--- config.mk ---
export PLATFORM = sky130hd
export DESIGN_NAME = gsr_ctrl
export DESIGN_NICKNAME = d
export VERILOG_FILES = /design/src/rtl/grid_segregation_relocate_step_unit_macros.svh /design/src/rtl/gsr_pkg.sv /design/src/rtl/gsr_ctrl.sv
export SDC_FILE = /design/constraint.sdc
export NUM_CORES = 1
export LEC_CHECK = 0
export BUFFER_PORTS_ARGS = -buffer_cell sky130_fd_sc_hd__buf_2
export CELL_PAD_IN_SITES_DETAIL_PLACEMENT = 1
export CELL_PAD_IN_SITES_GLOBAL_PLACEMENT = 1
export CORE_AREA = 2 2 43 45
export DETAILED_ROUTE_END_ITERATION = 8
export DIE_AREA = 0 0 45 47
export PLACE_DENSITY_LB_ADDON = 0.25
export SKIP_LAST_GASP = 1
export SLEW_MARGIN = 25
export SYNTH_ARGS = -nofsm -noshare
export SYNTH_HDL_FRONTEND = slang
export SYNTH_SLANG_ARGS = --single-unit
--- constraint.sdc ---
create_clock -name clk -period 2.6 [get_ports clk]
set_input_delay 0 -clock clk [delete_from_list [all_inputs] [get_ports clk]]
set_output_delay 0 -clock clk [all_outputs]
set_load 0.01 [all_outputs]
--- src/rtl/grid_segregation_relocate_step_unit_macros.svh ---
// Assertion macros for the grid relocate step unit.
`ifndef GRID_SEGREGATION_RELOCATE_STEP_UNIT_MACROS_SVH
`define GRID_SEGREGATION_RELOCATE_STEP_UNIT_MACROS_SVH

`ifndef SYNTHESIS
// Checked only out of reset.
`define GSR_ASSERT(name, prop, msg) \
  name: assert property (@(posedge clk) disable iff (!rst_n) prop) else $error(msg);
// Checked at every edge, reset included.
`define GSR_ASSERT_NR(name, prop, msg) \
  name: assert property (@(posedge clk) prop) else $error(msg);
`else
`define GSR_ASSERT(name, prop, msg)
`define GSR_ASSERT_NR(name, prop, msg)
`endif

`endif

--- src/rtl/gsr_pkg.sv ---
// Package: grid constants, opcodes, controller command and status types.
`default_nettype none
package gsr_pkg;

  localparam int GRID_SIDE = 64;
  localparam int CW        = 6;
  localparam int AW        = $clog2(GRID_SIDE * GRID_SIDE);
  localparam int NB_SIDE   = 3;
  localparam int NB_N      = NB_SIDE * NB_SIDE;
  localparam int NB_IW     = $clog2(NB_N);
  localparam int NB_CW     = $clog2(NB_SIDE);
  localparam int CENTRE_IDX = NB_N / 2;
  localparam int CNT_W     = 4;
  localparam int THR_W     = 5;

  localparam logic signed [THR_W-1:0] THR_MIN   = -5'sd1;
  localparam logic signed [THR_W-1:0] THR_MAX   = 5'sd8;
  localparam logic signed [THR_W-1:0] THR_RESET = 5'sd3;

  localparam logic [1:0] OP_WRITE    = 2'd0;
  localparam logic [1:0] OP_READ     = 2'd1;
  localparam logic [1:0] OP_RELOCATE = 2'd2;

  typedef enum logic [1:0] {ADDR_HERE, ADDR_NB, ADDR_THERE} addr_sel_t;
  typedef enum logic [1:0] {WD_VALUE, WD_TVAL, WD_CENTRE} wd_sel_t;
  typedef enum logic [1:0] {CELL_KEEP, CELL_VALUE, CELL_RDATA, CELL_CENTRE} cell_sel_t;

  typedef struct packed {
    logic      load_item;
    addr_sel_t addr_sel;
    logic      mem_we;
    wd_sel_t   wd_sel;
    logic      nb_clr;
    logic      nb_adv;
    logic      eval;
    logic      tgt_cap;
    cell_sel_t cell_sel;
    logic      out_load;
  } cmd_t;

  typedef struct packed {
    logic [1:0] op;
    logic       in_grid;
    logic       interior;
    logic       nb_last;
    logic       moves;
    logic       out_free;
  } sts_t;

  function automatic logic [AW-1:0] cell_addr(input logic [CW-1:0] r,
                                               input logic [CW-1:0] c);
    cell_addr = AW'(r) * AW'(GRID_SIDE) + AW'(c);
  endfunction

endpackage
`default_nettype wire

--- src/rtl/gsr_ctrl.sv ---
// Controller: sequences grid memory accesses for one item at a time.
`default_nettype none
module gsr_ctrl import gsr_pkg::*; (
  input  wire logic clk,
  input  wire logic rst_n,
  input  wire logic in_valid,
  output logic      in_stall,
  input  wire sts_t sts,
  output cmd_t      cmd
);

  typedef enum logic [3:0] {
    S_IDLE, S_DISPATCH, S_WR, S_RD, S_RD_WAIT, S_NB, S_NB_WAIT, S_EVAL,
    S_TGT_RD, S_TGT_WAIT, S_SW_HERE, S_SW_THERE, S_DONE
  } state_t;

  state_t state_r, state_nxt;
  logic   busy_r;

  assign in_stall = busy_r || !rst_n;

  always_comb begin
    state_nxt = state_r;
    cmd       = '0;
    case (state_r)
      S_IDLE: begin
        if (in_valid) begin
          cmd.load_item = 1'b1;
          state_nxt     = S_DISPATCH;
        end
      end
      S_DISPATCH: begin
        if (!sts.in_grid) begin
          state_nxt = S_DONE;
        end else if (sts.op == OP_WRITE) begin
          state_nxt = S_WR;
        end else if (sts.op == OP_RELOCATE && sts.interior) begin
          cmd.nb_clr = 1'b1;
          state_nxt  = S_NB;
        end else begin
          state_nxt = S_RD;
        end
      end
      S_WR: begin
        cmd.addr_sel = ADDR_HERE;
        cmd.mem_we   = 1'b1;
        cmd.wd_sel   = WD_VALUE;
        cmd.cell_sel = CELL_VALUE;
        state_nxt    = S_DONE;
      end
      S_RD: begin
        cmd.addr_sel = ADDR_HERE;
        state_nxt    = S_RD_WAIT;
      end
      S_RD_WAIT: begin
        cmd.cell_sel = CELL_RDATA;
        state_nxt    = S_DONE;
      end
      S_NB: begin
        cmd.addr_sel = ADDR_NB;
        cmd.nb_adv   = 1'b1;
        if (sts.nb_last) begin
          state_nxt = S_NB_WAIT;
        end
      end
      S_NB_WAIT: begin
        state_nxt = S_EVAL;
      end
      S_EVAL: begin
        cmd.eval     = 1'b1;
        cmd.cell_sel = CELL_CENTRE;
        state_nxt    = sts.moves ? S_TGT_RD : S_DONE;
      end
      S_TGT_RD: begin
        cmd.addr_sel = ADDR_THERE;
        state_nxt    = S_TGT_WAIT;
      end
      S_TGT_WAIT: begin
        cmd.tgt_cap  = 1'b1;
        cmd.cell_sel = CELL_RDATA;
        state_nxt    = S_SW_HERE;
      end
      S_SW_HERE: begin
        cmd.addr_sel = ADDR_HERE;
        cmd.mem_we   = 1'b1;
        cmd.wd_sel   = WD_TVAL;
        state_nxt    = S_SW_THERE;
      end
      S_SW_THERE: begin
        cmd.addr_sel = ADDR_THERE;
        cmd.mem_we   = 1'b1;
        cmd.wd_sel   = WD_CENTRE;
        state_nxt    = S_DONE;
      end
      S_DONE: begin
        if (sts.out_free) begin
          cmd.out_load = 1'b1;
          state_nxt    = S_IDLE;
        end
      end
      default: begin
        state_nxt = S_IDLE;
      end
    endcase
  end

  always_ff @(posedge clk) begin
    if (!rst_n) begin
      state_r <= S_IDLE;
      busy_r  <= 1'b0;
    end else begin
      state_r <= state_nxt;
      busy_r  <= (state_nxt != S_IDLE);
    end
  end

endmodule
`default_nettype wire

==> results.yml, run 1 <==
synthesis:
  synth_edf_count: 0
  syn_inst: 68
  avgSynthCellArea_sq_um: 7.71
  syn-cell-area_sq_um: 524
  ys_seq_elements: 5
  synth_cell_types: 35
  ys_async_sr_fraction_pct: 0
  ys_seq_area_share_pct: 19.1
  ys.warnings.count: 0
  synth-main-ff-cell: "dfxtp_1"
  syn_nets: 78
critical_path:
  cp_slowest_cell: "dfxtp_1"
  rr_endpoint: "busy_r$_SDFF_PN0_"
  crit_fanout: 17
  crit_family: "flip-flops"
  setup.worst_path.end_class: "register"
  r2r_start: "state_r[2]$_SDFF_PN0_"
  critPathBufInv: 0
  cp_data_arrival_time_ns: 1.75
  crit_type: "reg -> reg"
  required_ns: 2.69
  crit_path_max_incr_delay_ns: 0.69
  rr_worst_depth: 4
  cp_cell_sequence: "nand2b_1 > nor2_1 > nor4_2 > a41oi_1"
  reg2reg_slack_ns: 0.94
  start_kind: "register"
sta:
  slew_headroom_pct: 60.5
  tightest_slew_ns: 0.592
  tns_ns: 0
  rsz0062_at_grt: "no"
  fin_skew_ns: 0.00136
  finalSetupViolations: 0
  finalCritPeriodShare_pct: 64.0
  maxSlewViolCount: 0
  hold_viol_final: 0
  layout_setup_ws_ns: 0.936
  clock.fmax_ghz: 0.601
  min_period_ns: 1.66
clocking:
  cts_setup_buffers: 0
  clk_pin_slew_ns: 0.04
  cts_tree: "done"
  cts_buffers: 3
  clock_sinks: 5
  htree_num_levels: 1
  cts_resized: 0
  clkLatencyLatePin_ns: 0.24
  cts.path.max_buffers: 2
  ctsRootBufferMaster: "clkbuf_4"
  hold_buffers: 0
placement:
  gp_congestion: 0.722
  place.port_buffers: 23
  dp_hpwl_mm: 1.07
  pre_cts_ws_ns: 0.932
  dp.cells: 103
global_routing:
  busiest_layer: "met2"
  overflow: 0
  met1_usage_pct: 19.2
  met3_usage_pct: 1.15
  grt_pass1_vias: 493
  use_met2_pct: 22.6
  grt_max_degree: 18
  grt_pass1_wl_mm: 2.17
  grt_antenna_before_repair: 0
  grt_usage_pct: 14.4
min_path:
  holdPathStages: 3
  hold_path.class: "in -> reg"
  hp-start: "rst_n"
  hold_end: "state_r[3]$_SDFF_PN0_"
power:
  total_leakage_power_nw: 0.302
  power_density_nw_per_um2: 1190
  ir_drop_mv: 0.492
route:
  remaining_drc_errors: 0
  wl_per_cell_um: 12.6
  first_pass_iters: 2
  wirelength_mm: 1.35
  drtIter0Drc: 6
  final_antenna_net_count: 0
  vias: 551
  viasPerCell: 5.15
floorplanning:
  die_x_um: 45
  rows: 15
  io_pins: 24
  die_y_um: 47
  dieArea_sq_um: 2120
  initial_core_util_pct: 31.7
  core_area_sq_um: 1650
cells_and_area:
  drive_above_1_share_pct: 38.9
  syn_to_final_growth_pct: 21.7
  antennaDiodeCount: 0
  final_cells: 107
  final_nets: 101
  finish.utilization_pct: 38.6
  fill_cells: 228
job:
  drv_cap: 0
status:
  outcome: "finished, final reports clean"
## cell usage in the layout (no fill, tap or decap)
| master | instances |
|---|---|
| a21boi_0 | 1 |
| a21oi_1 | 3 |
| a32o_1 | 1 |
| a41oi_1 | 1 |
| and2b_2 | 1 |
| buf_2 | 23 |
| clkbuf_1 | 1 |
| clkbuf_4 | 3 |
| dfxtp_1 | 5 |
| inv_1 | 1 |
| mux2i_1 | 1 |
| nand2_1 | 4 |
| nand2b_1 | 3 |
| nand2b_4 | 1 |
| nand3_1 | 1 |
| nand3b_1 | 1 |
| nor2_1 | 17 |
| nor2b_1 | 2 |
| nor2b_4 | 2 |
| nor3_1 | 1 |
| nor3_2 | 1 |
| nor3b_1 | 3 |
| nor4_2 | 1 |
| nor4b_1 | 1 |
| o211a_1 | 1 |
| o21ai_0 | 2 |
| o21ai_1 | 1 |
| o21ai_2 | 1 |
| o21bai_1 | 1 |
| o221ai_2 | 1 |
| o22ai_1 | 1 |
| o41ai_1 | 1 |
| or2_4 | 1 |
| xor2_1 | 1 |
## kinds of logic (layout without fill, tap and decap cells)
group | count (synthesis) | count (layout) | share of synthesized area (%)
AOI/OAI and AO/OA | 15 | 15 | 21.5
xor gates and xnor gates | 1 | 1 | 1.67
buffers and inverters | 6 | 28 | 10.0
DFF | 5 | 5 | 19.1
muxes | 1 | 1 | 1.91
and+or+nand+nor | 40 | 40 | 45.8
## Yosys cell counts (2+ instances only)
master / count / area share (%)
nor2_1: 17 / 12
nand2_1: 4 / 2.9
nor2b_1: 2 / 2.4
nand2b_1: 3 / 3.6
dfxtp_1: 5 / 19
nor2b_4: 2 / 5.3
buf_6: 2 / 4.3
o21ai_0: 2 / 1.9
nor3b_1: 3 / 4.3
a21oi_1: 3 / 2.9
## area by class of cell
| cell class | instances | area [sq um] | area share, % |
|---|---|---|---|
| Inverter | 1 | 3.75 | 0.588 |
| Clock buffer | 4 | 26.3 | 4.12 |
| Sequential cell | 5 | 100 | 15.7 |
| Tap cell | 17 | 21.3 | 3.33 |
| Multi-Input combinational cell | 57 | 372 | 58.2 |
| Timing Repair Buffer | 23 | 115 | 18.0 |
## worst max-delay path by stage
stage | slack [ns] | from | endpoint | cells past startpoint
2_1_floorplan | 1.22 | state_r[0]$_SDFF_PN0_ | busy_r$_SDFF_PN0_ | 6
3_3_place_gp | 0.98 | state_r[2]$_SDFF_PN0_ | busy_r$_SDFF_PN0_ | 4
3_5_place_dp | 0.93 | state_r[2]$_SDFF_PN0_ | busy_r$_SDFF_PN0_ | 4
4_1_cts | 0.92 | state_r[2]$_SDFF_PN0_ | busy_r$_SDFF_PN0_ | 4
5_1_grt | 0.76 | state_r[2]$_SDFF_PN0_ | busy_r$_SDFF_PN0_ | 4
6_report | 0.94 | state_r[2]$_SDFF_PN0_ | busy_r$_SDFF_PN0_ | 4
## through the flow
stage               instance area (sq um)  hold slack, ns  power [mW]
finish                                638           0.142       0.759
global route                          638           0.182       0.836
CTS                                   638           0.140       0.769
detailed placement                    612           0.263       0.675
global placement                      612           0.256       0.668
floorplan                             524          0.0744       0.595
## power by group
part           internal (mW)  switching (mW)
Combinational          0.218           0.232
Clock                 0.0578          0.0290
Sequential             0.113           0.108
## worst register-to-register path, stage by stage, from the launching register on
cell,delay (ns)
dfxtp_1,0.69
nand2b_1,0.28
nor2_1,0.09
nor4_2,0.32
a41oi_1,0.14
## registers in the layout, summed over array words and instances, names as in the netlist
register and flops:
state_r 4, busy_r 1
## per-layer routing
layer | up-vias | part of all wire [%]
li1 | 280 | -
met1 | 258 | 45
met2 | 11 | 50
met3 | 2 | 4.5
met4 | 0 | 0.44
met5 | - | 0
No activity file was read; power rests on OpenSTA's default activity.
==> run 2, diff against run 1 <==
--- a/config.mk
+++ b/config.mk
@@ -5,12 +5,13 @@
 export SDC_FILE = /design/constraint.sdc
 export NUM_CORES = 1
 export LEC_CHECK = 0
+export ABC_AREA = 1
 export BUFFER_PORTS_ARGS = -buffer_cell sky130_fd_sc_hd__buf_2
 export CELL_PAD_IN_SITES_DETAIL_PLACEMENT = 1
 export CELL_PAD_IN_SITES_GLOBAL_PLACEMENT = 1
-export CORE_AREA = 2 2 43 45
+export CORE_AREA = 2 2 40 60
 export DETAILED_ROUTE_END_ITERATION = 8
-export DIE_AREA = 0 0 45 47
+export DIE_AREA = 0 0 42 62
 export PLACE_DENSITY_LB_ADDON = 0.25
 export SKIP_LAST_GASP = 1
 export SLEW_MARGIN = 25
==> constraint.sdc (replaced) <==
create_clock -name clk -period 1.5 [get_ports clk]
set_input_delay 0 -clock clk [delete_from_list [all_inputs] [get_ports clk]]
set_output_delay 0 -clock clk [all_outputs]
set_load 0.01 [all_outputs]
==> run 2 against run 1 <==
Net effect:
- sequential share of layout area is 0.81 points higher
- sequential cell count is the same
- sequential power up 20%
- first-iteration DRC count fell by 83%
- cell area decreased by 1.4%
- clock skew up 0.0025 ns
- global-route usage fell by 2.9 points
- critical path type is now reg -> out
- critical endpoint is now cmd[9]
==> results.yml, run 2 <==
sta:
  finalSetupViolations: 0
  tns_ns: 0
  layout_setup_ws_ns: 0.209
  clock.fmax_ghz: 0.774
  slew_headroom_pct: 86.3
  maxSlewViolCount: 0
  hold_viol_final: 0
  tightest_slew_ns: 0.205
  fin_skew_ns: 0.00391
  rsz0062_at_grt: "no"
  finalCritPeriodShare_pct: 86.1
  min_period_ns: 1.29
floorplanning:
  io_pins: 24
  die_x_um: 42
  initial_core_util_pct: 21.4
  dieArea_sq_um: 2600
  die_y_um: 62
  rows: 21
  core_area_sq_um: 2130
synthesis:
  synth-simple-area-share_pct: 59.3
  yosysMostFrequentCell: "nor2_1"
  synth_top_area_share_pct: 22.3
  syn_inst: 89
  yosys-top-cells-area: "nor2_1, dfxtp_1, nand2_1"
  syn-cell-area_sq_um: 455
  synth_common_cells: "nor2_1, nand2_1, nand3_1"
  syn_nets: 99
  synth_area_leader_cell: "nor2_1"
  synth_edf_count: 0
  avgSynthCellArea_sq_um: 5.12
  synth_top_family_by_area: "simple AND/OR/NAND/NOR gates"
  synth-main-ff-cell: "dfxtp_1"
  synth-xor-area-share_pct: 0
  ys_seq_area_share_pct: 22.0
  ys_async_sr_fraction_pct: 0
  synth_cell_types: 15
  ys_seq_elements: 5
  synthAdderAreaFrac_pct: 0
  synth_mux_area_share_pct: 0
  ys.warnings.count: 0
  synth_compound_gate_area_share_pct: 5.49
route:
  vias: 626
  routed-wl-met2_um: 877
  drtIter0Drc: 1
  first_pass_iters: 2
  wirelength_mm: 1.42
  viasPerCell: 4.50
  wl_met1_um: 498
  top_layer_used: "met4"
  remaining_drc_errors: 0
  wl_per_cell_um: 10.2
  final_antenna_net_count: 0
  wl_met3_um: 25
cells_and_area:
  final_common_cell: "nor2_1"
  final_cells: 139
  antennaDiodeCount: 0
  largest_reg_flops: 4
  largest_registers: "state_r: 4 flops, busy_r: 1 flops"
  final_nets: 127
  syn_to_final_growth_pct: 38.2
  drive_above_1_share_pct: 33.6
  top_register: "state_r"
  final_cell_mix: "nor2_1, buf_2, nand2_1"
power:
  power_frac_clock_pct: 15.0
  total_leakage_power_nw: 0.396
  comb_power_share_pct: 58.9
  p_int_uw: 515
  power_switching_uw: 506
  sw_frac_of_total_pct: 49.6
  ir_drop_mv: 0.612
  power_density_nw_per_um2: 1620
  seqPwrFrac_pct: 26.0
job:
  drv_cap: 0
min_path:
  hold_path.class: "in -> reg"
critical_path:
  required_ns: 1.50
  cp_cell_sequence: "inv_2 > nor2_1 > nand2_1 > buf_4 > o21ai_0 > buf_2"
  cp_slowest_cell: "dfxtp_1"
  setup.worst_path.end_class: "primary output"
  crit_family: "flip-flops"
  crit_path_max_incr_delay_ns: 0.42
  cp_data_arrival_time_ns: 1.29
  critPathBufInv: 3
  start_kind: "register"
  crit_type: "reg -> out"
  crit_fanout: 5
clocking:
  htree_num_levels: 1
  cts_buffers: 3
  clk_pin_slew_ns: 0.04
  cts_tree: "done"
  clock_sinks: 5
  clkLatencyLatePin_ns: 0.24
  cts.path.max_buffers: 2
  ctsRootBufferMaster: "clkbuf_4"
status:
  outcome: "finished, final reports clean"
global_routing:
  grt_pass1_wl_mm: 2.21
  overflow: 0
  grt_usage_pct: 11.5
  grt_antenna_before_repair: 0
  grt_max_degree: 7
  grt_pass1_vias: 608
placement:
  dp_hpwl_mm: 1.30
  pre_cts_ws_ns: 0.115
  gp_congestion: 0.764
  place.port_buffers: 23
  dp.cells: 135
run 2: changes by cell type in the layout (fill, tap and decap cells not counted), moves of 6 or more:
cell | before | now
nand2_1 | 4 | 22
inv_2 | 0 | 6
inv_1 | 1 | 8
nor2_1 | 17 | 27
nand3_1 | 1 | 10
run 2: area by class of cell:
| cell class | count | area (sq um) |
|---|---|---|
| inverters | 14 | 52.6 |
| clock buffers | 4 | 26.3 |
| fillers | 321 | 1500 |
| well taps | 23 | 28.8 |
| repair buffers | 24 | 123 |
| multi-input cells | 69 | 295 |
| flip-flops and latches | 5 | 104 |
run 2: per-stage QoR:
step	util, %	hold WS (ns)	instance area (sq um)	total power [mW]
final	29.6	0.0465	629	1.02
after global routing	29.6	0.0813	629	1.15
after CTS	29.4	0.0432	626	1.04
after detailed placement	28.2	0.299	599	0.877
after global placement	28.2	0.284	599	0.871
after floorplan	-	0.0871	455	0.683
run 2: worst paths after layout:
kind	slack [ns]	cells past startpoint	from	end
min reg2reg	0.72	5	state_r[0]$_SDFF_PN0_	state_r[0]$_SDFF_PN0_
max	0.21	6	state_r[1]$_SDFF_PN0_	cmd[9]
max reg2reg	0.23	9	state_r[1]$_SDFF_PN0_	busy_r$_SDFF_PN0_
min	0.05	3	rst_n	state_r[0]$_SDFF_PN0_
run 2: repair_timing:
action	in CTS	in global routing
setup buffers	0	0
resized for setup	0	3
hold buffers	0	0
endpoints found under the setup margin	0	2
run 2: worst register-to-register path, stage by stage, from the launching register on:
cell	delay, ns
dfxtp_1	0.42
inv_2	0.07
nand2_1	0.11
nor2_1	0.07
nand2_1	0.05
nand2_1	0.05
nor2_1	0.17
nand2_1	0.08
nor2_1	0.10
nor2_1	0.04
run 2: routing by layer:
layer | global-route usage [%] | up-vias
met3 | 0.867 | 4
met1 | 10.1 | 290
met4 | 8.29 | 0
met2 | 24.3 | 7
li1 | - | 325
met5 | 0 | -
run 2: logic make-up after synthesis:
logic type,count (synthesis)
simple gates,64
buf+inv,15
flops,5
compound gates,5
run 2: power groups by stage:
| stage | Clock, mW | Combinational [mW] | Sequential (mW) |
|---|---|---|---|
| after floorplan | 0 | 0.439 | 0.244 |
| after global placement | 0 | 0.612 | 0.259 |
| after detailed placement | 0 | 0.615 | 0.262 |
| after CTS | 0.162 | 0.617 | 0.260 |
| after global routing | 0.168 | 0.702 | 0.278 |
| final | 0.154 | 0.602 | 0.266 |
==> run 3, diff against run 2 <==
--- a/config.mk
+++ b/config.mk
@@ -10,9 +10,11 @@
 export CELL_PAD_IN_SITES_DETAIL_PLACEMENT = 1
 export CELL_PAD_IN_SITES_GLOBAL_PLACEMENT = 1
 export CORE_AREA = 2 2 40 60
+export CTS_CLUSTER_DIAMETER = 150
 export DETAILED_ROUTE_END_ITERATION = 8
 export DIE_AREA = 0 0 42 62
 export PLACE_DENSITY_LB_ADDON = 0.25
+export RECOVER_POWER = 100
 export SKIP_LAST_GASP = 1
 export SLEW_MARGIN = 25
 export SYNTH_ARGS = -nofsm -noshare
==> run 3 against run 2 <==
Net effect:
- combinational power down 3%
- cell area down 2.4%
- clock power about the same
- clock-buffer cell count unchanged
- maximum frequency down 1.9%
- global-route usage unchanged
- cell count unchanged
- largest cell class unchanged
==> results.yml, run 3 (synthesized netlist as in run 2, its figures left out) <==
status:
  outcome: "finished, final reports clean"
cells_and_area:
  fill_cells: 324
  syn_to_final_growth_pct: 34.9
  final_cell_mix: "nor2_1, nand2_1, clkbuf_1"
  fin_area_sq_um: 614
  final_common_cell: "nor2_1"
  largest_registers: "state_r: 4 flops, busy_r: 1 flops"
  antennaDiodeCount: 0
  final_cells: 139
  final_nets: 127
  largest_reg_flops: 4
  drive_above_1_share_pct: 22.4
  top_register: "state_r"
  finish.utilization_pct: 28.9
power:
  ir_drop_mv: 0.599
  power_density_nw_per_um2: 1640
  total_leakage_power_nw: 0.349
  p_total_mw: 1.00
min_path:
  hp-start: "rst_n"
  hold_end: "state_r[0]$_SDFF_PN0_"
  holdPathStages: 3
  hold_path.class: "in -> reg"
critical_path:
  setup.worst_path.end_class: "primary output"
  reg2reg_slack_ns: 0.21
  rr_worst_depth: 8
  r2r_start: "state_r[1]$_SDFF_PN0_"
  crit_type: "reg -> out"
  rr_endpoint: "busy_r$_SDFF_PN0_"
  crit_fanout: 5
  start_kind: "register"
  cp_data_arrival_time_ns: 1.32
  required_ns: 1.50
route:
  viasPerCell: 4.51
  wl_met1_um: 508
  wl_per_cell_um: 10.3
  drtIter0Drc: 6
  wirelength_mm: 1.43
  remaining_drc_errors: 0
  wl_met3_um: 25
  final_antenna_net_count: 0
  first_pass_iters: 2
  vias: 627
  routed-wl-met2_um: 876
  top_layer_used: "met4"
floorplanning:
  dieArea_sq_um: 2600
  die_y_um: 62
  die_x_um: 42
  io_pins: 24
  core_area_sq_um: 2130
  rows: 21
  initial_core_util_pct: 21.4
clocking:
  clk_pin_slew_ns: 0.04
  cts.path.max_buffers: 2
  ctsRootBufferMaster: "clkbuf_4"
  htree_num_levels: 1
  hold_buffers: 0
  clock_sinks: 5
  cts_resized: 0
  cts_tree: "done"
  cts_setup_buffers: 0
  cts_buffers: 3
  clkLatencyLatePin_ns: 0.24
global_routing:
  grt_pass1_wl_mm: 2.21
  grt_antenna_before_repair: 0
  overflow: 0
  grt_usage_pct: 11.5
  grt_max_degree: 7
  grt_pass1_vias: 608
placement:
  dp.cells: 135
  gp_congestion: 0.764
  dp_hpwl_mm: 1.30
  pre_cts_ws_ns: 0.115
  place.port_buffers: 23
  place_area_sq_um: 599
sta:
  tns_ns: 0
  hold_viol_final: 0
  layout_setup_ws_ns: 0.184
  rsz0062_at_grt: "no"
  fin_skew_ns: 0.00391
  min_period_ns: 1.32
  slew_headroom_pct: 85.9
  whs_ns: 0.0466
  finalCritPeriodShare_pct: 87.8
  clock.fmax_ghz: 0.760
  tightest_slew_ns: 0.209
  maxSlewViolCount: 0
  finalSetupViolations: 0
job:
  drv_cap: 0
run 3: cell count changes in the layout (fill, tap and decap cells not counted):
cell and change:
inv_2 -1, buf_2 -12, inv_1 +1, o21ai_1 -1, clkbuf_1 +12, o21ai_0 +1
run 3: cell type report:
cell class              count  area, sq um  area share, %
repair buffers             24          108           17.5
flip-flops and latches      5          104           16.9
clock buffers               4         26.3           4.28
multi-input cells          69          295           48.1
well taps                  23         28.8           4.68
inverters                  14         52.6           8.55
run 3: worst max path at each step:
| stage | startpoint | to | slack [ns] |
|---|---|---|---|
| 3_5_place_dp | state_r[2]$_SDFF_PN0_ | busy_r$_SDFF_PN0_ | 0.12 |
| 4_1_cts | state_r[2]$_SDFF_PN0_ | busy_r$_SDFF_PN0_ | 0.12 |
| 6_report | state_r[1]$_SDFF_PN0_ | cmd[9] | 0.18 |
| 2_1_floorplan | state_r[3]$_SDFF_PN0_ | busy_r$_SDFF_PN0_ | 0.33 |
| 3_3_place_gp | state_r[2]$_SDFF_PN0_ | busy_r$_SDFF_PN0_ | 0.14 |
| 5_1_grt | state_r[1]$_SDFF_PN0_ | busy_r$_SDFF_PN0_ | 0.02 |
run 3: power by group:
group	switching [mW]	leakage (nW)	internal (mW)	total (mW)
sequential	0.0714	0.0423	0.195	0.266
clock	0.0531	0.0150	0.100	0.154
combinational	0.384	0.292	0.201	0.585
total	0.508	0.349	0.496	1.00
run 3: critical path, cell delays in order (launching register included):
cell      delay (ns)
dfxtp_1         0.42
inv_2           0.07
nor2_1          0.13
nand2_1         0.08
buf_4           0.14
o21ai_0         0.06
clkbuf_1        0.17
run 3: layer usage:
metal / global-route usage, % / up-vias
met5: 0 / -
met4: 8.29 / 0
met3: 0.867 / 4
li1: - / 325
met1: 10.1 / 291
met2: 24.3 / 7
